<file path="config.mk">
export PLATFORM = sky130hd
export DESIGN_NAME = brac_alu
export DESIGN_NICKNAME = d
export VERILOG_FILES = /design/src/rtl/brac_pkg.sv /design/src/rtl/brac_alu.sv
export SDC_FILE = /design/constraint.sdc
export NUM_CORES = 1
export LEC_CHECK = 0
export BUFFER_PORTS_ARGS = -buffer_cell sky130_fd_sc_hd__buf_2
export CAP_MARGIN = 0
export CORE_UTILIZATION = 51
export DETAILED_ROUTE_END_ITERATION = 10
export PLACE_DENSITY = 0.82
export SETUP_SLACK_MARGIN = 0.02
export SLEW_MARGIN = 10
export SYNTH_ARGS = -nofsm -noshare
export SYNTH_HDL_FRONTEND = slang
export SYNTH_SLANG_ARGS = --single-unit
</file>
<file path="constraint.sdc">
create_clock -name vclk -period 6.8
set_input_delay 1.36 -clock vclk [all_inputs]
set_output_delay 1.36 -clock vclk [all_outputs]
set_load 0.05 [all_outputs]
</file>
<file path="src/rtl/brac_pkg.sv">
// Shared types and constants for the block range add and count engine.
package brac_pkg;

   localparam int ACTION_W = 2;
   localparam int INDEX_W  = 10;
   localparam int DATA_W   = 32;
   localparam int COUNT_W  = 11;
   localparam int CSR_AW   = 3;
   localparam int CSR_DW   = 32;

   // Register byte addresses on the configuration port.
   localparam logic [CSR_AW-1:0] CSR_ELEMENT_COUNT = 3'd0;
   localparam logic [COUNT_W-1:0] ELEMENT_COUNT_RESET = 11'd1024;

   typedef enum logic [ACTION_W-1:0] {
      ACT_LOAD  = 2'd0,
      ACT_ADD   = 2'd1,
      ACT_COUNT = 2'd2,
      ACT_NONE  = 2'd3
   } action_type;

   // Operands for the shared add and compare unit.
   typedef struct packed {
      logic [DATA_W-1:0] operand_a;
      logic [DATA_W-1:0] operand_b;
      logic [DATA_W-1:0] threshold;
   } alu_req_type;

endpackage

</file>
<file path="src/rtl/brac_alu.sv">
// Shared 32-bit adder with a signed at-or-above compare on its sum.
module brac_alu (
   input  brac_pkg::alu_req_type        alu_req,
   output logic [brac_pkg::DATA_W-1:0]  alu_sum,
   output logic                         alu_ge
);
   import brac_pkg::*;

   // Wrapping add, then a signed compare of the sum against the threshold.
   assign alu_sum = alu_req.operand_a + alu_req.operand_b;
   assign alu_ge  = $signed(alu_sum) >= $signed(alu_req.threshold);

endmodule

</file>
* Word level (Yosys, flattened, before mapping)
Cells that the tools add are included.
Widths: inputs -> output; s select.
** Storage, ports and cells
- Bits in registers :: 0
- Word-level logic and storage cells :: 2
- Output and inout port bits :: 33
- Input bits :: 96
** Operators by class
- Add/sub/neg operators :: 1
- Magnitude comparators :: 1
** Operators with widths (number)
- $add 32x32->32 :: 1
- $ge 32x32->1 :: 1

* Logic depth before layout (Yosys ltp)
Gate-level depths: netlist of the first run.
- Word-level depth :: 2
- Gate-level depth with buffers :: 16
- Depth with buffers taken out :: 16

* Least setup slack after synthesis of the first run
OpenSTA, ideal clock, no wires.
- Path kind :: input-to-output
- From :: input alu_req[32] (netlist name)
- To :: output alu_ge
- Cell stages on the path :: 16
- Data arrival time :: 5790 ps
- Data required time :: 5440 ps
- Path slack :: -350 ps
- Path through :: ha_1 inv_1 fa_1 nand2b_1 a21o_1 a31o_2 a21oi_1 nor2_1 a311oi_1 ha_1 nand4_1 or3_1 a21oi_1 nor4b_1 o211ai_1 mux2_1
** Between the ends
- Word-level cells in the longest chain between the ends :: 2
** RTL lines
- start: declaration :: line brac_alu.sv:3 : input brac_pkg::alu_req_type alu_req,
- $add 32x32->32 :: line brac_alu.sv:10 : assign alu_sum = alu_req.operand_a + alu_req.operand_b;
- net alu_sum, one bit :: line brac_alu.sv:4 : output logic [brac_pkg::DATA_W-1:0] alu_sum,
- $ge 32x32->1 :: line brac_alu.sv:11 : assign alu_ge = $signed(alu_sum) >= $signed(alu_req.threshold);
- end: declaration :: line brac_alu.sv:5 : output logic alu_ge
The timed path passes the listed nets, and every way through them passes these cells.

* Final worst setup path of the first run
- From :: input alu_req[43] (netlist name)
- To :: output alu_ge
** Between the ends
- Word-level cells in the longest chain between the ends :: 2
** RTL lines (line)
- $add 32x32->32 :: brac_alu.sv:10
- $ge 32x32->1 :: brac_alu.sv:11
No other way between the ends.

==> results.py, run 1 <==
metrics = {
    "outcome": {
        "status": "completed",
    },
    "critical_path": {
        "critPathLaunchType": "input port",
        "crit_arrival_ns": 5.04,
        "endpoint_kind": "output port",
        "path_class": "input port to output port",
        "cp_max_fo": 10,
        "cp.required_ns": 5.44,
    },
    "final_layout": {
        "seq_area_sq_um": 0,
        "nets": 684,
        "seq_cells": 0,
        "n_clock_buffer": 0,
        "final_core_util_pct": 64.6,
        "drive_gt1_share_pct": 28.4,
        "syn2layout_area_growth_pct": 21.9,
        "diodes": 0,
    },
    "flow_run": {
        "max_cap_violations": 0,
    },
    "yosys": {
        "synth_commonest_cells": "ha_1, a21oi_1, inv_1, nand2_1, nor2_1",
        "synth_area_leaders": "ha_1, a21oi_1, inv_1",
        "netlist_area_sq_mm": 0.00294,
        "synth_cell_types": 63,
        "seq_area_frac_synth_pct": 0,
        "syn_avg_cell_area_sq_um": 7.21,
        "synth.most_common_cell": "ha_1",
        "synth_largest_area_cell": "ha_1",
        "syn_inst": 407,
        "yosysWarnings": 0,
        "syn-num-nets": 567,
        "synth_top_area_share_pct": 26.9,
    },
    "global_routing": {
        "grtUsageTotal_pct": 27.3,
        "overflow": 0,
        "grt_pass1_vias": 3094,
        "antenna_found_initial": 0,
        "grt_pass1_wl_mm": 14.0,
        "grt_start_max_net_pins": 14,
    },
    "die": {
        "initial_utilization_pct": 53.0,
        "dieArea_sq_mm": 0.00606,
        "die_height_um": 77.9,
        "row_count": 27,
        "ioPinCount": 129,
        "core_area_sq_mm": 0.00554,
        "fp.dieW_um": 77.9,
    },
    "timing": {
        "max_freq_mhz": 156,
        "setup_violations": 0,
        "fin_tns_setup_ns": 0,
        "tightest_slew_ns": 0.570,
        "finalCritPeriodShare_pct": 94.1,
        "finalHoldViolations": 0,
        "maxSlewViolCount": 0,
        "whs_ns": 3.18,
        "rsz0062_at_grt": "no",
        "period_needed_ns": 6.40,
        "slew_headroom_pct": 61.7,
    },
    "power": {
        "total_power_mw": 0.559,
        "leakagePower_nw": 1.88,
        "max-vdd-ir-drop_mv": 0.122,
        "power.density_mw_per_mm2": 156,
    },
    "placement": {
        "globalplace.congestion": 0.951,
        "dp_hpwl_mm": 7.44,
        "portBuffers": 129,
    },
    "clocking": {
        "post_cts_buffers": 0,
        "postCtsHoldBufs": 0,
        "cts-resized-gates": 0,
    },
    "routing": {
        "wire_per_inst_um": 14.4,
        "detail-route-antenna-nets": 0,
        "num_vias": 3481,
        "drt-total-wl_mm": 8.55,
        "initialDrtViolationCount": 170,
        "routed_via_density": 5.86,
        "first_pass_iters": 5,
        "drc_errors": 0,
    },
    "worst_hold_path": {
        "hp-class": "input port to output port",
    },
}
==> critical path, stage by stage <==
cell and delay (ns):
buf_2 0.10, ha_1 0.49, nand4_2 0.17, or3_1 0.38, a2111o_1 0.38, a31oi_2 0.22
a21oi_1 0.12, xnor2_1 0.24, ha_1 0.30, a21o_1 0.18, a21o_1 0.16, a211oi_1 0.23
o211ai_1 0.13, mux2_1 0.34, buf_2 0.22
==> logic make-up (layout without fill, tap and decap cells) <==
| kind of cell | count (synthesis) | count (layout) | synth area share (%) |
|---|---|---|---|
| AO/OA/AOI/OAI | 147 | 147 | 34.5 |
| XOR/XNOR | 24 | 24 | 7.16 |
| adder cells (fa/ha/maj) | 64 | 64 | 27.5 |
| buffers and inverters | 59 | 174 | 9.85 |
| multiplexers | 4 | 4 | 1.45 |
| AND/OR/NAND/NOR | 109 | 109 | 19.5 |
==> per-stage QoR <==
stage	setup slack, ns	cell area, sq um	cells
CTS	0.428	3580	594
global placement	0.524	3580	594
finish	0.401	3580	594
detailed placement	0.441	3580	594
global route	0.209	3580	594
floorplan	0.134	2960	407
==> layout make-up <==
cell class	count	area, sq um
fillers	531	1960
inverters	44	165
multi-input cells	348	2670
well taps	72	90.1
repair buffers	130	653
==> where the power goes <==
part / internal, mW / switching [mW]
combinational: 0.183 / 0.376
sequential: 0 / 0
clock: 0 / 0
total: 0.183 / 0.376
==> path summary, 6_finish.rpt <==
| check | from | end | slack (ns) | cells after the start |
|---|---|---|---|---|
| setup / recovery | alu_req[43] | alu_ge | 0.40 | 15 |
| hold / removal | alu_req[64] | alu_sum[0] | 3.18 | 3 |
==> layer usage <==
layer | vias to the layer above | routed length, um | share of wire [%] | global-route usage, %
met5 | - | 0 | 0 | 0
met4 | 0 | 70 | 0.82 | 1.89
met3 | 10 | 544 | 6.4 | 1.88
met2 | 152 | 3940 | 46 | 48.5
met1 | 1560 | 3990 | 47 | 37.2
li1 | 1759 | - | - | -
==> cells in the final DEF (no fill, tap or decap), types with 4 or more instances in the layout <==
master    count
nand3_1      15
and3_1        4
o31ai_1       6
o211ai_1      7
nor2_1       22
xnor2_1      18
a21oi_1      46
nand4_1      10
ha_1         63
nor2b_1       4
nand3b_1      4
o21ai_0      11
a21o_1       16
o21a_1        4
inv_1        43
buf_2       129
xor2_1        6
nand2_1      23
nor3_1        6
a211oi_1     11
o21ai_1       8
No activity file was read; power rests on OpenSTA's default activity.
==> inputs of run 2 (changes only) <==
--- a/config.mk
+++ b/config.mk
@@ -10,6 +10,7 @@
 export CORE_UTILIZATION = 51
 export DETAILED_ROUTE_END_ITERATION = 10
 export PLACE_DENSITY = 0.82
+export REMOVE_ABC_BUFFERS = 1
 export SETUP_SLACK_MARGIN = 0.02
 export SLEW_MARGIN = 10
 export SYNTH_ARGS = -nofsm -noshare
==> run 2 against run 1 <==
Wire length shrank 1.3%. Sequential cell count unchanged. Combinational power hardly changed. Critical path depth increased by 3. Via count down 0.20%. Count of clock-buffer cells in the layout did not move. Largest power group unchanged. Highest routed layer unchanged.
==> results.py, run 2 (same netlist as run 1, synthesis figures left out) <==
metrics = {
    "worst_hold_path": {
        "hp-class": "input port to output port",
        "holdCritStartpoint": "alu_req[64]",
        "hold-path-endpoint": "alu_sum[0]",
        "hold_depth": 3,
    },
    "power": {
        "power.density_mw_per_mm2": 156,
        "max-vdd-ir-drop_mv": 0.0849,
        "leakagePower_nw": 1.89,
        "total_power_mw": 0.556,
    },
    "critical_path": {
        "crit_chain": "buf_2, ha_1, inv_1, fa_1, nand2b_1, a21o_1, a31o_2, a21oi_1, nor2_1, a311oi_1, ha_1, nand4_1, or3_1, a21oi_1, nor4b_1, o211ai_1, mux2_1, buf_2",
        "crit_path_max_incr_delay_ns": 0.42,
        "critPathLaunchType": "input port",
        "cp_max_fo": 7,
        "cp.required_ns": 5.44,
        "crit_arrival_ns": 5.10,
        "endpoint_kind": "output port",
        "crit_slowest_cell": "a311oi_1",
        "path_class": "input port to output port",
    },
    "global_routing": {
        "grtUsageTotal_pct": 27.3,
        "overflow": 0,
        "grt_pass1_wl_mm": 14.1,
        "antenna_found_initial": 0,
        "grt_pass1_vias": 3233,
        "grt_start_max_net_pins": 14,
    },
    "timing": {
        "tightest_slew_ns": 0.490,
        "max_freq_mhz": 155,
        "period_needed_ns": 6.46,
        "slew_headroom_pct": 67.2,
        "finalCritPeriodShare_pct": 95.0,
        "rsz0062_at_grt": "no",
        "whs_ns": 3.19,
        "maxSlewViolCount": 0,
        "finalHoldViolations": 0,
        "setup_violations": 0,
    },
    "final_layout": {
        "final_common_cell": "buf_2",
        "syn2layout_area_growth_pct": 21.6,
        "n_fill_cell": 528,
        "diodes": 0,
        "final_cell_mix": "buf_2, ha_1, a21oi_1",
        "n_clock_buffer": 0,
        "final_core_util_pct": 64.4,
        "stdcell_count": 596,
        "seq_cells": 0,
        "nets": 686,
        "drive_gt1_share_pct": 27.9,
        "seq_area_sq_um": 0,
    },
    "clocking": {
        "cts-resized-gates": 0,
        "postCtsHoldBufs": 0,
        "post_cts_buffers": 0,
    },
    "placement": {
        "portBuffers": 129,
        "dp_cells": 596,
        "dp_hpwl_mm": 7.41,
        "globalplace.congestion": 0.935,
    },
    "routing": {
        "num_vias": 3474,
        "first_pass_iters": 5,
        "drt-total-wl_mm": 8.44,
        "routed_via_density": 5.83,
        "initialDrtViolationCount": 139,
        "drc_errors": 0,
        "wire_per_inst_um": 14.2,
        "detail-route-antenna-nets": 0,
    },
    "die": {
        "dieArea_sq_mm": 0.00606,
        "core_area_sq_mm": 0.00554,
        "fp.dieW_um": 77.9,
        "initial_utilization_pct": 53.0,
        "ioPinCount": 129,
        "die_height_um": 77.9,
        "row_count": 27,
    },
    "outcome": {
        "status": "completed",
    },
    "flow_run": {
        "max_cap_violations": 0,
    },
}
run 2: final cells by class:
type / count / area, sq um / area share [%]
repair buffers: 132 / 668 / 18.7
multi-input cells: 348 / 2650 / 74.1
well taps: 72 / 90.1 / 2.52
inverters: 44 / 165 / 4.63
run 2: how the worst max path moves through the flow:
stage / startpoint / to / slack (ns) / cells past startpoint
global placement: alu_req[32] / alu_ge / 0.42 / 18
CTS: alu_req[32] / alu_ge / 0.37 / 18
finish: alu_req[32] / alu_ge / 0.34 / 18
floorplan: alu_req[32] / alu_ge / -0.35 / 16
detailed placement: alu_req[32] / alu_ge / 0.38 / 18
global route: alu_req[32] / alu_ge / 0.02 / 18
run 2: metal layers:
metal	global-route usage (%)	vias to the layer above	part of all wire [%]
li1	-	1784	-
met1	37.4	1561	47
met2	49.1	127	47
met3	0.824	2	6.3
met4	1.51	0	0.20
met5	0	-	0
run 2: where the power goes:
group / internal (mW) / switching (mW) / total (mW)
logic: 0.182 / 0.374 / 0.556
clock network: 0 / 0 / 0
registers: 0 / 0 / 0
total: 0.182 / 0.374 / 0.556
run 2: through the flow:
stage	setup slack, ns	instance area, sq um	setup TNS (ns)
floorplan	-0.350	2810	-0.350
CTS	0.373	3570	0
global placement	0.420	3570	0
global route	0.0249	3570	0
detailed placement	0.380	3570	0
finish	0.338	3570	0
run 2: worst max-delay path, delay by kind of cell:
| kind | cells | cell delay, ns |
|---|---|---|
| multiplexers | 1 | 0.33 |
| buffers and inverters | 3 | 0.36 |
| AO/OA/AOI/OAI | 6 | 1.38 |
| adder cells (fa/ha/maj) | 3 | 0.79 |
| AND/OR/NAND/NOR | 5 | 0.89 |
==> inputs of run 3 (changes only) <==
==> constraint.sdc (replaced) <==
create_clock -name vclk -period 6.8
set_input_delay 0.68 -clock vclk [all_inputs]
set_output_delay 0.68 -clock vclk [all_outputs]
set_load 0.05 [all_outputs]
==> run 3 against run 2 <==
Total power is 0.69% lower. Design area down 0.63%. Count of clock-buffer cells in the layout is the same. Worst setup slack gained 1.2 ns. Die area is the same. Non-clock buffer count fell by 3.
==> results.py, run 3 (same netlist as run 1, synthesis figures left out) <==
metrics = {
    "final_layout": {
        "final_common_cell": "buf_2",
        "syn2layout_area_growth_pct": 20.8,
        "multi_input_area_sq_mm": 0.00265,
        "final_cell_mix": "buf_2, ha_1, a21oi_1",
        "seq_cells": 0,
        "nets": 683,
        "diodes": 0,
        "n_fill_cell": 528,
        "n_clock_buffer": 0,
        "seq_area_sq_um": 0,
        "drive_gt1_share_pct": 27.4,
    },
    "timing": {
        "tightest_slew_ns": 0.786,
        "maxSlewViolCount": 0,
        "slew_headroom_pct": 47.1,
        "finalCritPeriodShare_pct": 77.2,
        "period_needed_ns": 5.25,
        "max_freq_mhz": 190,
        "fin_tns_setup_ns": 0,
        "finalHoldViolations": 0,
        "rsz0062_at_grt": "no",
        "setup_violations": 0,
    },
    "critical_path": {
        "cp.required_ns": 6.12,
        "cp_max_fo": 7,
        "critPathLaunchType": "input port",
        "crit_arrival_ns": 4.57,
        "path_class": "input port to output port",
        "endpoint": "alu_ge",
        "crit_start": "alu_req[32]",
        "endpoint_kind": "output port",
    },
    "global_routing": {
        "overflow": 0,
        "grt_start_max_net_pins": 14,
        "grt_pass1_vias": 3172,
        "grt_pass1_wl_mm": 13.9,
        "antenna_found_initial": 0,
        "grtUsageTotal_pct": 27.4,
    },
    "die": {
        "initial_utilization_pct": 53.0,
        "dieArea_sq_mm": 0.00606,
        "ioPinCount": 129,
        "row_count": 27,
        "die_height_um": 77.9,
        "fp.dieW_um": 77.9,
        "core_area_sq_mm": 0.00554,
    },
    "placement": {
        "dp_hpwl_mm": 7.52,
        "portBuffers": 129,
        "globalplace.congestion": 0.908,
    },
    "clocking": {
        "cts-resized-gates": 0,
        "post_cts_buffers": 0,
        "postCtsHoldBufs": 0,
    },
    "routing": {
        "routed_via_density": 5.92,
        "wire_per_inst_um": 14.4,
        "first_pass_iters": 5,
        "initialDrtViolationCount": 143,
        "drc_errors": 0,
        "num_vias": 3513,
        "drt-total-wl_mm": 8.55,
        "detail-route-antenna-nets": 0,
    },
    "power": {
        "power.density_mw_per_mm2": 156,
        "total_power_mw": 0.552,
        "leakagePower_nw": 1.87,
        "max-vdd-ir-drop_mv": 0.103,
    },
    "outcome": {
        "status": "completed",
    },
    "flow_run": {
        "max_cap_violations": 0,
    },
    "worst_hold_path": {
        "hp-class": "input port to output port",
    },
}
==> run 3: metal layers <==
layer,track usage [%],wire length [um],share of wire [%]
met1,36.1,3910,46
met3,1.41,482,5.6
met5,0,0,0
met2,48.9,4010,47
met4,5.09,151,1.8
==> run 3: final cells by class <==
type / count / area share, %
repair buffers: 129 / 18.2
inverters: 44 / 4.66
multi-input cells: 348 / 74.6
well taps: 72 / 2.54
==> run 3: how the worst min path moves through the flow <==
| stage | startpoint | end | slack [ns] | cells after the start |
|---|---|---|---|---|
| finish | alu_req[64] | alu_sum[0] | 1.85 | 3 |
| global route | alu_req[64] | alu_sum[0] | 1.87 | 3 |
| CTS | alu_req[64] | alu_sum[0] | 1.84 | 3 |
| detailed placement | alu_req[64] | alu_sum[0] | 1.84 | 3 |
| global placement | alu_req[64] | alu_sum[0] | 1.82 | 3 |
| floorplan | alu_req[64] | alu_sum[0] | 1.74 | 1 |
==> run 3: worst max-delay path, cell delays in order <==
cell	delay, ns
buf_2	0.08
ha_1	0.16
inv_1	0.06
fa_1	0.39
nand2b_1	0.18
a21o_1	0.18
a31o_2	0.29
a21oi_1	0.18
nor2_1	0.09
a311oi_1	0.38
ha_1	0.33
nand4_1	0.18
or3_1	0.18
a21oi_1	0.07
nor4b_1	0.43
o211ai_1	0.15
mux2_1	0.33
buf_2	0.21
==> run 3: metrics by stage <==
step	cell area [sq um]	setup WS [ns]	std cells	hold WS, ns	util (%)
4_1_cts	3550	1.62	593	1.84	64.0
3_3_place_gp	3550	1.67	593	1.82	64.0
3_5_place_dp	3550	1.64	593	1.84	64.0
5_1_grt	3550	1.39	593	1.87	64.0
2_1_floorplan	2810	1.01	392	1.74	-
6_report	3550	1.55	593	1.85	64.0
==> run 3: power by group <==
group / switching [mW] / total (mW) / leakage (nW) / internal, mW
Sequential: 0 / 0 / 0 / 0
Clock: 0 / 0 / 0 / 0
Combinational: 0.372 / 0.552 / 1.87 / 0.180
